<file path="src/rtl/assert_macros.svh">
// Assertion macros shared by the grid-world Q-learning RTL.
`ifndef ASSERT_MACROS_SVH
`define ASSERT_MACROS_SVH
`ifndef ASSERT_OFF
`define GQ_ASSERT(lbl, clk, rst_n, prop) \
  lbl: assert property (@(posedge clk) disable iff (!rst_n) prop) \
    else $error("assertion failed");
`define GQ_ASSERT_ALWAYS(lbl, clk, prop) \
  lbl: assert property (@(posedge clk) prop) else $error("assertion failed");
`else
`define GQ_ASSERT(lbl, clk, rst_n, prop)
`define GQ_ASSERT_ALWAYS(lbl, clk, prop)
`endif
`endif

</file>
<file path="src/rtl/gqls_ram.sv">
// Generic single-write, single-read RAM with registered read data.
module gqls_ram #(
  parameter int WIDTH = 8,
  parameter int DEPTH = 16
) (
  input  logic                     clk_i,
  input  logic                     we_i,
  input  logic [$clog2(DEPTH)-1:0] waddr_i,
  input  logic [WIDTH-1:0]         wdata_i,
  input  logic                     re_i,
  input  logic [$clog2(DEPTH)-1:0] raddr_i,
  output logic [WIDTH-1:0]         rdata_o
);
  logic [WIDTH-1:0] mem_q [DEPTH];
  logic [WIDTH-1:0] rdata_q;

  always_ff @(posedge clk_i) begin
    if (we_i) mem_q[waddr_i] <= wdata_i;
    if (re_i) rdata_q <= mem_q[raddr_i];
  end

  assign rdata_o = rdata_q;
endmodule

</file>
<file path="config.mk">
export PLATFORM = sky130hd
export DESIGN_NAME = gqls_ram
export DESIGN_NICKNAME = d
export VERILOG_FILES = /design/src/rtl/assert_macros.svh /design/src/rtl/gqls_ram.sv
export SDC_FILE = /design/constraint.sdc
export NUM_CORES = 1
export LEC_CHECK = 0
export ABC_AREA = 1
export BUFFER_PORTS_ARGS = -buffer_cell sky130_fd_sc_hd__buf_2
export CORE_ASPECT_RATIO = 1.4
export CORE_MARGIN = 1.5
export CORE_UTILIZATION = 35
export DETAILED_ROUTE_END_ITERATION = 10
export HOLD_SLACK_MARGIN = 0.12
export SLEW_MARGIN = 40
export SYNTH_ARGS = -nofsm -noshare
export SYNTH_HDL_FRONTEND = slang
export SYNTH_SLANG_ARGS = --single-unit
</file>
<file path="constraint.sdc">
create_clock -name clk_i -period 1.21 [get_ports clk_i]
set_input_delay 0.121 -clock clk_i [delete_from_list [all_inputs] [get_ports clk_i]]
set_output_delay 0.121 -clock clk_i [all_outputs]
set_load 0.01 [all_outputs]
</file>
## Word-level counts from Yosys, hierarchy flattened

Memories as Yosys holds them, arrays and structs flattened. A register that Yosys moved wholly into a read port is not among the register bits.
Cells that the tools add are included.

| storage, ports and cells | value |
|---|---|
| bits in registers | 0 |
| latch bits | 0 |
| memory bits (writable) | 128 |
| ROM bits | 0 |
| output and inout port bits | 8 |
| logic and storage cells | 3 |
| memories kept | 1 |

Memories:

| memory | words | bits a word | read ports | clocked after memory_dff | write ports | RTL line | source |
|---|---|---|---|---|---|---|---|
| mem_q | 16 | 8 | 1 | 1 | 1 | gqls_ram.sv:14 | `logic [WIDTH-1:0] mem_q [DEPTH];` |

| cells by class | value |
|---|---|
| $add $sub $neg | 0 |
| multipliers | 0 |
| div/mod/pow operators | 0 |
| order comparisons | 0 |
| equality and inequality tests | 0 |
| shift operators | 0 |
| mux-type cells | 2 |
| bitwise gates (word level) | 0 |
| reductions and logical operators | 0 |

Operator list:

| cell | number |
|---|---|
| 1-bit two-way mux | 2 |

## Logic depth before layout (Yosys ltp)

| logic depth | value |
|---|---|
| depth in word-level cells | 2 |
| gate-level depth with buffers | 8 |
| mapped depth without buffers | 7 |

## Least setup slack after synthesis

OpenSTA, ideal clock, no wires.

| path | value |
|---|---|
| path kind | input port to flip-flop |
| start | in waddr_i[2] |
| end | mem mem_q[10][0] (enable) |
| library setup time | 370 ps |
| data arrival time | 702 ps |
| required time | 840 ps |
| path slack | 138 ps |
| stages | 2 |
| cells stage by stage | nand3b_1 -> nor2_1 |

RTL lines:

| what | RTL line | source |
|---|---|---|
| from (decl) | gqls_ram.sv:8 | `input logic [$clog2(DEPTH)-1:0] waddr_i,` |
| to (decl) | gqls_ram.sv:14 |  |

No word-level cell before the write port.

## Worst setup path after layout

| path | value |
|---|---|
| start | reg rdata_q[3], in the netlist rdata_o[3], read port of mem_q |
| end | out rdata_o[3] |

RTL lines:

| what | RTL line | source |
|---|---|---|
| from (decl) | gqls_ram.sv:15 | `logic [WIDTH-1:0] rdata_q;` |
| to (decl) | gqls_ram.sv:12 | `output logic [WIDTH-1:0] rdata_o` |

No word-level cell between the ends.

==> metrics <==
ranking of synthesized cells by instance count=173 x sky130_fd_sc_hd__nand2_1, 136 x sky130_fd_sc_hd__edfxtp_1, 100 x sky130_fd_sc_hd__inv_1, 97 x sky130_fd_sc_hd__nand3_1, 17 x sky130_fd_sc_hd__nor2_1; detailed-placement wirelength estimate=8660 microns; GRT Overall Usage=15.8%; clock slew at reported path FFs=0.05 ns; Max Cap Violations=0; y dimension of the die=156 microns; cell area after placement=6290 sq um; number of global-route vias before repair=3,711; post-layout minimum cycle time=1.13 ns; Synth Net Count=570; Warnings, synthesis=0; CP Depth=1; number of flops mapped to enable cells by yosys=136; setup slack, reg-to-reg=0.08 ns; overall routed net length=13,200 microns; # fillers=1,516; Antenna Nets Post-Route=0; Via density=4.66; CP top delay family=flip-flops; CP startpoint=rdata_o[3]; Initial Util=36.0%; clk sinks=136; share of total power in combinational logic=6.4%; number of buffers created by CTS=17; Crit path largest cell delay=0.43 ns; biggest area contributors in the synthesized netlist=sky130_fd_sc_hd__edfxtp_1 70%, sky130_fd_sc_hd__nand2_1 11%, sky130_fd_sc_hd__nand3_1 8.3%, sky130_fd_sc_hd__inv_1 6.4%, sky130_fd_sc_hd__buf_6 1.2%; switching share of total power=21.4%; worst setup skew after layout=0.00588 ns; share of synthesized registers carrying an async set or reset=0%; Hold Violations, Final=0; Worst Path Max Fanout=1; number of cells produced by synthesis=551; reg-to-reg critical path startpoint=mem_q[1][5]; transition time of the tightest slew-check pin=0.604 ns; count of unique library cells instantiated by Yosys=11; sequential cell fraction of total power=50.7%; worst supply voltage drop on vdd=0.000683 V; FMAX=883 MHz; share of final-layout standard cells stronger than drive strength 1=13.5%; Inst Count DP=775; share of the synthesized area in the top cell type=69.8%; buffer and inverter count on the worst path=1; crit path to=rdata_o[3]; required time worst endpoint=1.09 ns; Crit Reg-Reg Endpoint=rdata_o[5]; average detailed-routed wire length per instance=16.3 microns; horizontal die dimension=112 microns; Port Buffer Count=26; worst relative slew slack=59.6%; Antenna diodes=0; cell area after layout=6860 sq um; Register-to-Register Path Depth=6; post-synthesis register bit count=136; class of the tightest hold or removal check=in2reg; total negative slack for setup checks=0 ns; CTS Root Buffer Type=sky130_fd_sc_hd__clkbuf_16; clk buf depth=2; insertion delay to the later sink of the worst-skew pair=0.41 ns; smallest setup slack after layout=0.0771 ns; io pins=27; number of DRC markers in iteration 0=251; part of the Yosys area used for sequential elements=69.8%; element type at the critical path end=primary output; wire length of the first global-routing pass=20,200 microns; Final Non-Filler Cells=808; placer congestion estimate=0.787; floorplan die area=17,500 sq um; remaining routing DRC violations=0; number of standard-cell rows in the floorplan=55; Power Density=1540 nW/um^2; setup-violating endpoint count in the final report=0; Worst Setup Start Kind=flip-flop; dominant synthesized flop cell=sky130_fd_sc_hd__edfxtp_1; area of the mapped netlist=5850 sq um; Layout area overhead=17.3%; cell with the most instances after synthesis=sky130_fd_sc_hd__nand2_1; combined flip-flop and latch cell area=4080 sq um; maximum number of pins on one net before global-route repair=33; static leakage power=2.94 nW; number of H-tree levels=4; Multi-input gate area=1240 sq um; CP Data Arrival Time=1.01 ns; kind of critical path=reg2out; Clock power frac=42.9%; clock tree from TritonCTS=built; number of pins with negative max-slew slack in the final report=0; number of iterations in the first detailed-routing pass=7; Hold Startpoint=wdata_i[4]; antenna violations before repair=0; most area-hungry cell type in the Yosys netlist=sky130_fd_sc_hd__edfxtp_1; total overflow reported by the global router=0; per-instance average area after synthesis=10.6 sq um; DP Worst Slack=-0.138 ns; cell-internal power=8.29 mW; crit-path cells=buf_2; outcome=completed; total number of nets in the final design=615; Final Cycle Share=93.6%; standard cell with the maximum stage delay on the critical path=sky130_fd_sc_hd__edfxtp_1; vias after detailed routing=3,762; RSZ-0062 raised after global routing=no; Net Sw Power=2.26 mW; area of the core=16,200 sq um
final cells by class:
cell class / instances / share of cell area, %
Timing Repair Buffer: 50 / 5.47
Inverter: 102 / 5.58
Tap cell: 199 / 3.63
Clock inverter: 12 / 1.24
Multi-Input combinational cell: 289 / 18.1
Sequential cell: 136 / 59.6
Clock buffer: 20 / 6.37
flip-flops by register name, indices dropped and copies added (netlist names):
register  count
rdata_o       8
mem_q       128
per-stage QoR:
stage                     power (mW)  utilization, %  hold slack, ns
final                           10.6            42.2           0.138
after global routing            10.9            42.2           0.140
after detailed placement        6.12            38.8           0.502
after global placement          6.10            38.8           0.496
after floorplan                 5.81               -           0.220
after CTS                       10.6            42.0           0.132
cell usage in the layout (no fill, tap or decap), drive strengths merged:
cell,netlist,final
inv,102,102
clkinvlp,0,2
nor2,17,17
edfxtp,136,136
dlygate4sd3,0,1
bufinv,0,1
nand3,97,97
clkbuf,0,20
buf,24,49
nand3b,2,2
nand2,173,173
clkinv,0,9
how the worst min path moves through the flow:
| stage | to | slack, ns | depth (start not counted) |
|---|---|---|---|
| final | mem_q[2][4] | 0.14 | 1 |
| after global routing | mem_q[3][0] | 0.14 | 1 |
| after CTS | mem_q[0][5] | 0.13 | 1 |
| after detailed placement | rdata_o[5] | 0.50 | 1 |
| after global placement | rdata_o[5] | 0.50 | 1 |
| after floorplan | mem_q[0][0] | 0.22 | 0 |
repair_timing:
action                                  in CTS  in global routing
endpoints found under the hold margin        8                  0
setup buffers                                0                  0
gates resized for setup                      0                  6
endpoints found under the setup margin       0                  5
hold buffers                                 1                  0
cell families after synthesis:
kind of cell | synth area share, %
simple gates | 20.8
buf+inv | 9.39
flops | 69.8
power groups by stage:
stage                     combinational [mW]  sequential (mW)  clock (mW)
after detailed placement               0.672             5.44           0
after CTS                              0.678             5.35        4.59
after global routing                   0.753             5.35        4.79
final                                  0.676             5.35        4.53
after floorplan                        0.372             5.44           0
after global placement                 0.664             5.44           0
layer usage:
metal	track usage (%)	part of all wire, %	up-vias
met5	0	0	-
met4	5.97	2.1	0
met3	2.80	3.7	15
met2	28.7	54	78
met1	18.7	41	1800
li1	-	-	1869
Note: power is estimated with default switching activity, not from simulation.
