`config.mk`:
```
export PLATFORM = sky130hd
export DESIGN_NAME = gqls_div
export DESIGN_NICKNAME = d
export VERILOG_FILES = /design/src/rtl/assert_macros.svh /design/src/rtl/gqls_pkg.sv /design/src/rtl/gqls_div.sv
export SDC_FILE = /design/constraint.sdc
export NUM_CORES = 1
export LEC_CHECK = 0
export BUFFER_PORTS_ARGS = -buffer_cell sky130_fd_sc_hd__clkbuf_2
export CORE_ASPECT_RATIO = 0.5
export CORE_UTILIZATION = 56
export DETAILED_ROUTE_END_ITERATION = 8
export PLACE_DENSITY = 0.82
export SLEW_MARGIN = 20
export SYNTH_ARGS = -nofsm -noshare
export SYNTH_HDL_FRONTEND = slang
export SYNTH_SLANG_ARGS = --single-unit
```
`constraint.sdc`:
```
create_clock -name clk_i -period 5.8 [get_ports clk_i]
set_input_delay 0.29 -clock clk_i [delete_from_list [all_inputs] [get_ports clk_i]]
set_output_delay 0.29 -clock clk_i [all_outputs]
set_load 0.1 [all_outputs]
```
`src/rtl/assert_macros.svh`:
```
// Assertion macros shared by the grid-world Q-learning RTL.
`ifndef ASSERT_MACROS_SVH
`define ASSERT_MACROS_SVH
`ifndef ASSERT_OFF
`define GQ_ASSERT(lbl, clk, rst_n, prop) \
  lbl: assert property (@(posedge clk) disable iff (!rst_n) prop) \
    else $error("assertion failed");
`define GQ_ASSERT_ALWAYS(lbl, clk, prop) \
  lbl: assert property (@(posedge clk) prop) else $error("assertion failed");
`else
`define GQ_ASSERT(lbl, clk, rst_n, prop)
`define GQ_ASSERT_ALWAYS(lbl, clk, prop)
`endif
`endif

```
`src/rtl/gqls_pkg.sv`:
```
// Shared types, constants and helpers of the grid-world Q-learning core.
package gqls_pkg;
  localparam int MAX_CELLS = 1024;
  localparam int CELL_W    = $clog2(MAX_CELLS);
  localparam int ROW_W     = 64;
  localparam int Q_W       = 16;
  localparam int DIM_W     = 6;

  localparam logic [2:0] CFG_GRID_W   = 3'd0;
  localparam logic [2:0] CFG_GRID_H   = 3'd1;
  localparam logic [2:0] CFG_GOAL     = 3'd2;
  localparam logic [2:0] CFG_START    = 3'd3;
  localparam logic [2:0] CFG_ALPHA    = 3'd4;
  localparam logic [2:0] CFG_GAMMA    = 3'd5;
  localparam logic [2:0] CFG_REWARD   = 3'd6;

  localparam logic [1:0] DIR_RIGHT = 2'd0;
  localparam logic [1:0] DIR_UP    = 2'd1;
  localparam logic [1:0] DIR_LEFT  = 2'd2;
  localparam logic [1:0] DIR_DOWN  = 2'd3;

  typedef struct packed {
    logic              done;
    logic [CELL_W-1:0] quot;
    logic [DIM_W-1:0]  rem;
  } div_res_t;

  function automatic logic [DIM_W-1:0] clamp_dim(logic [DIM_W-1:0] v);
    logic [DIM_W-1:0] r;
    r = v;
    if (v == '0) r = DIM_W'(1);
    else if (v > DIM_W'(32)) r = DIM_W'(32);
    return r;
  endfunction

  function automatic logic signed [Q_W-1:0] q_lane(logic [ROW_W-1:0] row, logic [1:0] k);
    return row[Q_W*k +: Q_W];
  endfunction
endpackage

```
`src/rtl/gqls_div.sv`:
```
// Restoring divider, one quotient bit per cycle, splits a cell index into row and column.
module gqls_div import gqls_pkg::*; (
  input  logic              clk_i,
  input  logic              rst_ni,
  input  logic              start_i,
  input  logic [CELL_W-1:0] dividend_i,
  input  logic [DIM_W-1:0]  divisor_i,
  output div_res_t          res_o
);
  localparam int CNT_W = $clog2(CELL_W + 1);

  logic [CNT_W-1:0]  cnt_q, cnt_d;
  logic              done_q, done_d;
  logic [CELL_W-1:0] quot_q, quot_d;
  logic [DIM_W-1:0]  rem_q, rem_d;
  logic [DIM_W-1:0]  dvs_q, dvs_d;
  logic [DIM_W:0]    shifted;

  always_comb begin
    cnt_d   = cnt_q;
    done_d  = 1'b0;
    quot_d  = quot_q;
    rem_d   = rem_q;
    dvs_d   = dvs_q;
    shifted = {rem_q, quot_q[CELL_W-1]};
    if (start_i) begin
      cnt_d  = CNT_W'(CELL_W);
      quot_d = dividend_i;
      rem_d  = '0;
      dvs_d  = divisor_i;
    end else if (cnt_q != '0) begin
      if (shifted >= {1'b0, dvs_q}) begin
        rem_d  = DIM_W'(shifted - {1'b0, dvs_q});
        quot_d = {quot_q[CELL_W-2:0], 1'b1};
      end else begin
        rem_d  = shifted[DIM_W-1:0];
        quot_d = {quot_q[CELL_W-2:0], 1'b0};
      end
      cnt_d  = cnt_q - CNT_W'(1);
      done_d = (cnt_q == CNT_W'(1));
    end
  end

  always_ff @(posedge clk_i or negedge rst_ni) begin
    if (!rst_ni) begin
      cnt_q  <= '0;
      done_q <= 1'b0;
    end else begin
      cnt_q  <= cnt_d;
      done_q <= done_d;
    end
  end

  always_ff @(posedge clk_i) begin
    quot_q <= quot_d;
    rem_q  <= rem_d;
    dvs_q  <= dvs_d;
  end

  assign res_o = '{done: done_q, quot: quot_q, rem: rem_q};
endmodule

```
* Word-level counts from Yosys, hierarchy flattened
Cells that the tools add are included. W data, S select, Z words.
Storage, ports and cells: register bits after elaboration 27, bits in latches 0, RAM bits 0, ROM bits 0, bits of input ports 19, output and inout bits 17, word-level logic and storage cells 19, memories 0
Operators by class: add/subtract/negate cells 2, $mul 0, divide/modulo/power cells 0, $lt $le $gt $ge 1, equality and inequality tests 1, shift-type cells 0, muxes and demuxes 8, bitwise logic cells 0, reductions and logical operators 2
Operators by type and width (number):
- $mux W10 | 2
- $mux W4 | 2
- $ge A7 B6 Y1 | 1
- $mux W6 | 1
- $sub A6 B6 Y6 | 1
- $eq A4 B1 Y1 const B | 1
- $reduce_bool A4 Y1 | 1
- $sub A4 B1 Y4 const B | 1
- $mux W1 | 3
- $reduce_bool A2 Y1 | 1

* Logic depth before layout (Yosys ltp)
Gate-level depths: netlist (run 1).
depth in word-level cells 4, gate-level depth with buffers 8

* Worst setup path before layout (run 1)
OpenSTA, ideal clock, no wires.
kind register to register, start point register quot_q[9], end point register rem_q[4], arrival 2.561 ns, required time 5.714 ns, setup slack 3.153 ns, cell stages (with the launch flop) 9, clock period less this slack 2.647 ns, cell sequence edfxtp_1 inv_1 ha_1 fa_1 or2b_1 a21oi_1 xor2_1 mux2i_1 a211oi_1
Between the ends: cells in the longest elaborated chain, start to end 2, elaborated cells between the ends (all ways) 3, classes of those cells add/sub: 1; order compare: 1; mux: 1
Ends and longest elaborated chain:
- from (decl) | RTL line gqls_div.sv:14 | logic [CELL_W-1:0] quot_q, quot_d;
- from (signal assigned) | RTL line gqls_div.sv:55 | quot_q <= quot_d;
- $sub A6 B6 Y6 / $ge A7 B6 Y1 (equally long branches) | RTL line gqls_div.sv:33, gqls_div.sv:32
- $mux W6 (*) | RTL line gqls_div.sv:32 | if (shifted >= {1'b0, dvs_q}) begin
- to (signal assigned) | RTL line gqls_div.sv:56 | rem_q <= rem_d;
- to (decl) | RTL line gqls_div.sv:15 | logic [DIM_W-1:0] rem_q, rem_d;
Mark *: on every way between the ends. The rest lies on a longest branch, timed or not. A chain may end at the register's enable or synchronous reset.

* Worst setup path after layout (run 1)
start point register quot_q[9], end point register rem_q[0]
Same word-level chain as after synthesis.

==> summary.txt, run 1 <==
Worst setup path
  – Worst setup path category: reg2reg
  – R2r setup slk: 3810 ps
  – Crit path launch type: register
  – Crit-path slowest cell: or4_1
  – Delay-heaviest family, CP: simple AND/OR/NAND/NOR gates
  – Critical path arrival: 2170 ps
  – Worst-path cell chain: inv_1, ha_1, and2b_1, o21ai_2, a41oi_4, or4_1, o311ai_1
  – Critical Path RT: 5980 ps
  – Critical path peak fanout: 10
  – Crit-path max cell delay: 510 ps
  – Worst path buffer plus inverter count: 1
  – Worst setup EP type: register

Clock tree
  – Clock Path Buffers: 2
  – Max H-tree Level: 1
  – Post-CTS Setup Bufs: 0
  – CTS tree: yes
  – CTS resizes: 0
  – TritonCTS Buffers: 3
  – CTS sink count: 27
  – Clock Root Buffer: clkbuf_8
  – Clock slew at reported path FFs: 100 ps
  – Hold buffers post-CTS: 1
  – Worst-Skew Late Latency: 280 ps

Routing
  – Drt pass-1 iters: 4
  – Vias: roughly 1000
  – Remaining antenna violation count: 0
  – Routed wire per std cell: around 13 um
  – DRT iter0 DRCs: 64
  – # DRC: 0
  – Post-Route WL: 2.57 mm
  – Via/cell ratio: 5.29

Placed design
  – Port Buf Inserts: 35
  – Placed Cells: 192
  – Pre-CTS WS: ~3800 ps
  – DP HPWL: 1.85 mm
  – GPL Wtd Cong: 0.802

Logic synthesis
  – Asr flop ratio synth: between 10% and 20%
  – Mapped Avg Cell Area: between 10 and 15 um2
  – Top-count cell post-synth: edfxtp_1
  – Mapped cell area: roughly 0.0015 mm2
  – Post-Syn Nets: 157
  – Seq/Total Area, Yosys: 49.8%
  – Top post-synthesis cells by area: edfxtp_1 33%, dfrtp_1 8.6%, ha_1 8.6%
  – Synth Warn #: 0
  – Top_reg_cell synth: edfxtp_1
  – Synth top area share: 33.0%
  – Number of flops mapped to enable cells by yosys: 16
  – Yosys top cell by area: edfxtp_1
  – Synth cell count leaders: 16 x edfxtp_1, 13 x nor2_1, 11 x inv_1
  – Seq cells post-synth: 27
  – Netlist cell types: 37
  – Synth Instances: 127

STA
  – Fin Setup TNS: 0 ps
  – Tmin final: 1990 ps
  – Worst slew margin: 55.4%
  – Fin crit share: 34.4%
  – Setup WS post-layout: 3810 ps
  – Finish-stage setup viols: 0
  – Fmax: between 500 and 600 MHz
  – RSZ-0062 raised after global routing: no
  – Slew Viols, Final: 0
  – Min Hold Slack: 177 ps
  – Final hold viol count: 0
  – Post-Route Skew: 8.56 ps
  – Slew @ Worst Pin: approximately 670 ps

Layout
  – Layout area overhead: 17.3%
  – Fraction of layout cells with a size suffix above 1: between 30% and 40%
  – Fin nets: 193
  – Ant diodes: 0
  – Final std cells w/o fill: 197

Power and ir drop
  – Overall power: 0.959 mW
  – PD cells: approximately 560 mW/mm2
  – Worst VDD drop: 364 uV
  – LEAKAGE: 0.787 nW

Die
  – IO Count: 36
  – Die Wd: between 70 and 80 um
  – Die Y-Extent: 38.1 um
  – Core area: 0.00234 mm2
  – Die ar.: approximately 0.0028 mm2
  – Row Count: 12
  – Starting Density: 62.2%

Global routing
  – First-pass GRT wire length: 4.28 mm
  – Vias in the first global route: 934
  – Initial antenna violation count: 0
  – Largest net degree at the start of global routing: 32
  – Overall Global Routing Usage: 21.8%
  – Remaining Overflow, GRT: 0

Worst hold path
  – Hold Crit Class: in2reg

Outcome
  – Status: completed

Run
  – Max-cap violation count: 0
-- path summary, 6_finish.rpt --
path | start | endpoint | depth (start not counted)
min reg2reg | rem_q[5]$_SDFFE_PP0N_ | rem_q[5]$_SDFFE_PP0N_ | 2
min | divisor_i[1] | dvs_q[1]$_DFFE_PP_ | 1
max reg2reg | quot_q[9]$_DFFE_PP_ | rem_q[0]$_SDFFE_PP0N_ | 7
max | quot_q[9]$_DFFE_PP_ | rem_q[0]$_SDFFE_PP0N_ | 7
max in group asynchronous | rst_ni | done_q$_DFF_PN0_ | 2
min in group asynchronous | rst_ni | cnt_q[0]$_DFFE_PN0P_ | 2
-- routing by layer --
layer	vias to the layer above	track usage, %	routed length [um]
li1	524	-	-
met1	490	27.3	1220
met2	24	36.8	1210
met3	4	6.84	119
met4	0	6.73	20
met5	-	0	0
-- stage by stage --
stage	utilization (%)	cell area [um2]
after global routing	73.0	1710
final	73.0	1710
after CTS	73.0	1710
after detailed placement	70.5	1650
after global placement	70.5	1650
after floorplan	-	1460
-- power by group --
part           switching (mW)  internal, mW
Sequential             0.0351         0.251
Combinational           0.410         0.151
Clock                  0.0631        0.0489
-- state kept, by name, indices dropped and copies added, names as in the netlist --
name and count:
cnt_q 4, done_q 1, dvs_q 6, quot_q 10
rem_q 6
-- layout make-up --
class / instances / area (um2)
timing repair buffer: 36 / 185
inverter: 11 / 41.3
tap: 35 / 43.8
fill: 181 / 632
clock inverter: 1 / 7.51
multi-input combinational: 84 / 666
sequential: 27 / 726
clock buffer: 3 / 41.3
-- placed cells by master (no fill, tap or decap), types with 2 or more instances in the layout --
master,n
clkbuf_2,35
edfxtp_1,16
nor2_1,13
inv_1,11
ha_1,10
mux2_2,9
a21oi_1,7
nor3_1,6
dfxtp_1,6
mux2i_1,5
dfrtp_1,5
nand2_1,4
a211oi_1,4
xnor2_1,3
clkbuf_8,3
xor2_1,2
or4_1,2
-- kinds of logic after synthesis --
kind of cell,Yosys count,share of synthesized area (%)
AND/OR/NAND/NOR,35,12.3
flip-flops,27,49.8
buffers and inverters,16,4.55
XOR/XNOR,5,3.00
multiplexers,14,10.4
AO/OA/AOI/OAI,19,10.0
adder cells (fa/ha/maj),11,9.96
No activity file was read; power rests on OpenSTA's default activity.
==> run 2: changes to the inputs <==
Settings changed: CORE_UTILIZATION 56 to 52, PLACE_DENSITY 0.82 to 0.77.
Clock period 5.8 ns to 1.84 ns, I/O delays scaled along.
==> summary.txt, run 2 (same netlist as run 1, synthesis figures left out) <==
Outcome
  – Status: complete, but fails checks
  – Failing checks: negative setup slack

Die
  – Starting Density: 55.7%
  – Die Y-Extent: 39.4 um
  – IO Count: 36
  – Die ar.: slightly above 0.003 mm2
  – Die Wd: slightly below 80 um
  – Core area: ~0.0026 mm2
  – Row Count: 13

STA
  – Min Hold Slack: 118 ps
  – Tmin final: 1920 ps
  – Post-Route Skew: about 3.7 ps
  – Slew @ Worst Pin: ~550 ps
  – Worst slew margin: a little over three fifths
  – Final hold viol count: 0
  – Finish-stage setup viols: 6
  – Fmax: 521 MHz
  – Setup WS post-layout: -81.0 ps
  – Slew Viols, Final: 0
  – RSZ-0062 raised after global routing: yes
  – Fin crit share: 104%

Routing
  – Vias: 1098
  – Routed wire per std cell: 13.5 um
  – Remaining antenna violation count: 0
  – Drt pass-1 iters: 2
  – Post-Route WL: 2.87 mm
  – # DRC: 0
  – Via/cell ratio: about 5.2
  – DRT iter0 DRCs: 45

Worst setup path
  – Worst setup path category: reg2reg
  – R2r setup slk: -80 ps
  – Critical path peak fanout: 4
  – Crit-path slowest cell: or4_1
  – Worst-path cell chain: ha_4, and2b_1, o21ai_2, a41oi_4, or4_1, o311ai_1
  – Critical Path RT: 2020 ps
  – Crit-path max cell delay: 480 ps
  – Critical path arrival: 2100 ps
  – Crit path launch type: register
  – Worst setup EP type: register

Run
  – Max-cap violation count: 0

Layout
  – Multi-input gate area: around 690 um2
  – Number of flip-flops in the largest register: 10
  – Filler instances: 200
  – Fin nets: 206
  – Most frequent cells in the layout: 35 x clkbuf_2, 16 x edfxtp_1, 13 x nor2_1
  – Top reg by flops: quot_q
  – Top Registers: quot_q: 10 flops, dvs_q: 6 flops, rem_q: 6 flops
  – Fraction of layout cells with a size suffix above 1: 37.7%
  – Storage element area: 728 um2
  – Layout area overhead: 27.2%
  – Ant diodes: 0
  – Commonest non-fill, non-tap cell in the layout: clkbuf_2

Global routing
  – Initial antenna violation count: 0
  – Most Crowded Layer GR: met2
  – First-pass GRT wire length: between 4 and 5 mm
  – Met2 Usage GRT: around 38%
  – GR Util met3: 4.88%
  – Overall Global Routing Usage: 20.4%
  – Remaining Overflow, GRT: 0
  – GRT met1 Usage: between 20% and 30%
  – Largest net degree at the start of global routing: 17
  – Vias in the first global route: 929

Power and ir drop
  – LEAKAGE: 0.844 nW
  – PD cells: 1720 mW/mm2
  – Worst VDD drop: 959 uV

Clock tree
  – Post-CTS Setup Bufs: 0
  – CTS tree: yes
  – Clock Root Buffer: clkbuf_8
  – CTS sink count: 27
  – Clock slew at reported path FFs: 90 ps
  – Worst-Skew Late Latency: approximately 270 ps
  – Clock Path Buffers: 2
  – TritonCTS Buffers: 3
  – Max H-tree Level: 1

Worst hold path
  – Hold Crit Class: in2reg

Placed design
  – Pre-CTS WS: -72.2 ps
  – GPL Wtd Cong: 0.769
  – Port Buf Inserts: 35
  – DP HPWL: about 2 mm
-- run 2: cell count changes in the layout (fill, tap and decap cells not counted), sizes merged --
cell,before,now
buf,0,7
dlygate4sd3,1,7
-- run 2: final cells by class --
type	count	area share, %
flip-flops and latches	27	39.3
multi-input cells	84	37.3
repair buffers	49	16.1
well taps	37	2.50
clock buffers	3	2.23
inverters	11	2.23
clock inverters	1	0.405
-- run 2: repair_timing --
item / 4_1_cts / 5_1_grt
hold buffers: 7 / 0
pin swaps: 4 / 2
gates resized for setup: 3 / 2
endpoints found under the hold margin: 11 / 0
endpoints found under the setup margin: 3 / 6
-- run 2: routing by layer --
metal,wire (um),part of all wire [%],vias to the layer above
met3,85,3.0,7
met2,1480,52,17
met4,52,1.8,0
met1,1250,44,523
met5,0,0,-
li1,-,-,551
-- run 2: worst paths after layout --
kind | start | end | cells after the start
worst max-delay path | dvs_q[0]$_DFFE_PP_ | rem_q[0]$_SDFFE_PP0N_ | 6
worst min-delay path | dividend_i[2] | quot_q[2]$_DFFE_PP_ | 2
worst max register to register | dvs_q[0]$_DFFE_PP_ | rem_q[0]$_SDFFE_PP0N_ | 6
worst min register to register | rem_q[5]$_SDFFE_PP0N_ | rem_q[5]$_SDFFE_PP0N_ | 2
max in group asynchronous | rst_ni | cnt_q[2]$_DFFE_PN0P_ | 2
min in group asynchronous | rst_ni | cnt_q[0]$_DFFE_PN0P_ | 2
-- run 2: where the power goes --
group | switching [mW] | internal, mW
Sequential | 0.117 | 0.796
Clock | 0.188 | 0.154
Combinational | 1.36 | 0.584
-- run 2: stage by stage --
step | utilization, % | std cells | setup TNS (ps) | cell area (um2) | power, mW
after detailed placement | 65.3 | 201 | -107 | 1710 | 2.81
after global placement | 65.3 | 201 | 0 | 1710 | 2.76
after CTS | 70.1 | 212 | -63.0 | 1840 | 3.18
after floorplan | - | 127 | -4000 | 1460 | 2.41
final | 70.8 | 212 | -255 | 1850 | 3.19
after global routing | 70.8 | 212 | -857 | 1850 | 3.36
-- run 2: critical path: cells and delay by family (launching register included) --
kind,cells,cell delay (ps)
flops,1,440
fa+ha+maj,1,290
compound gates,3,440
simple gates,2,660
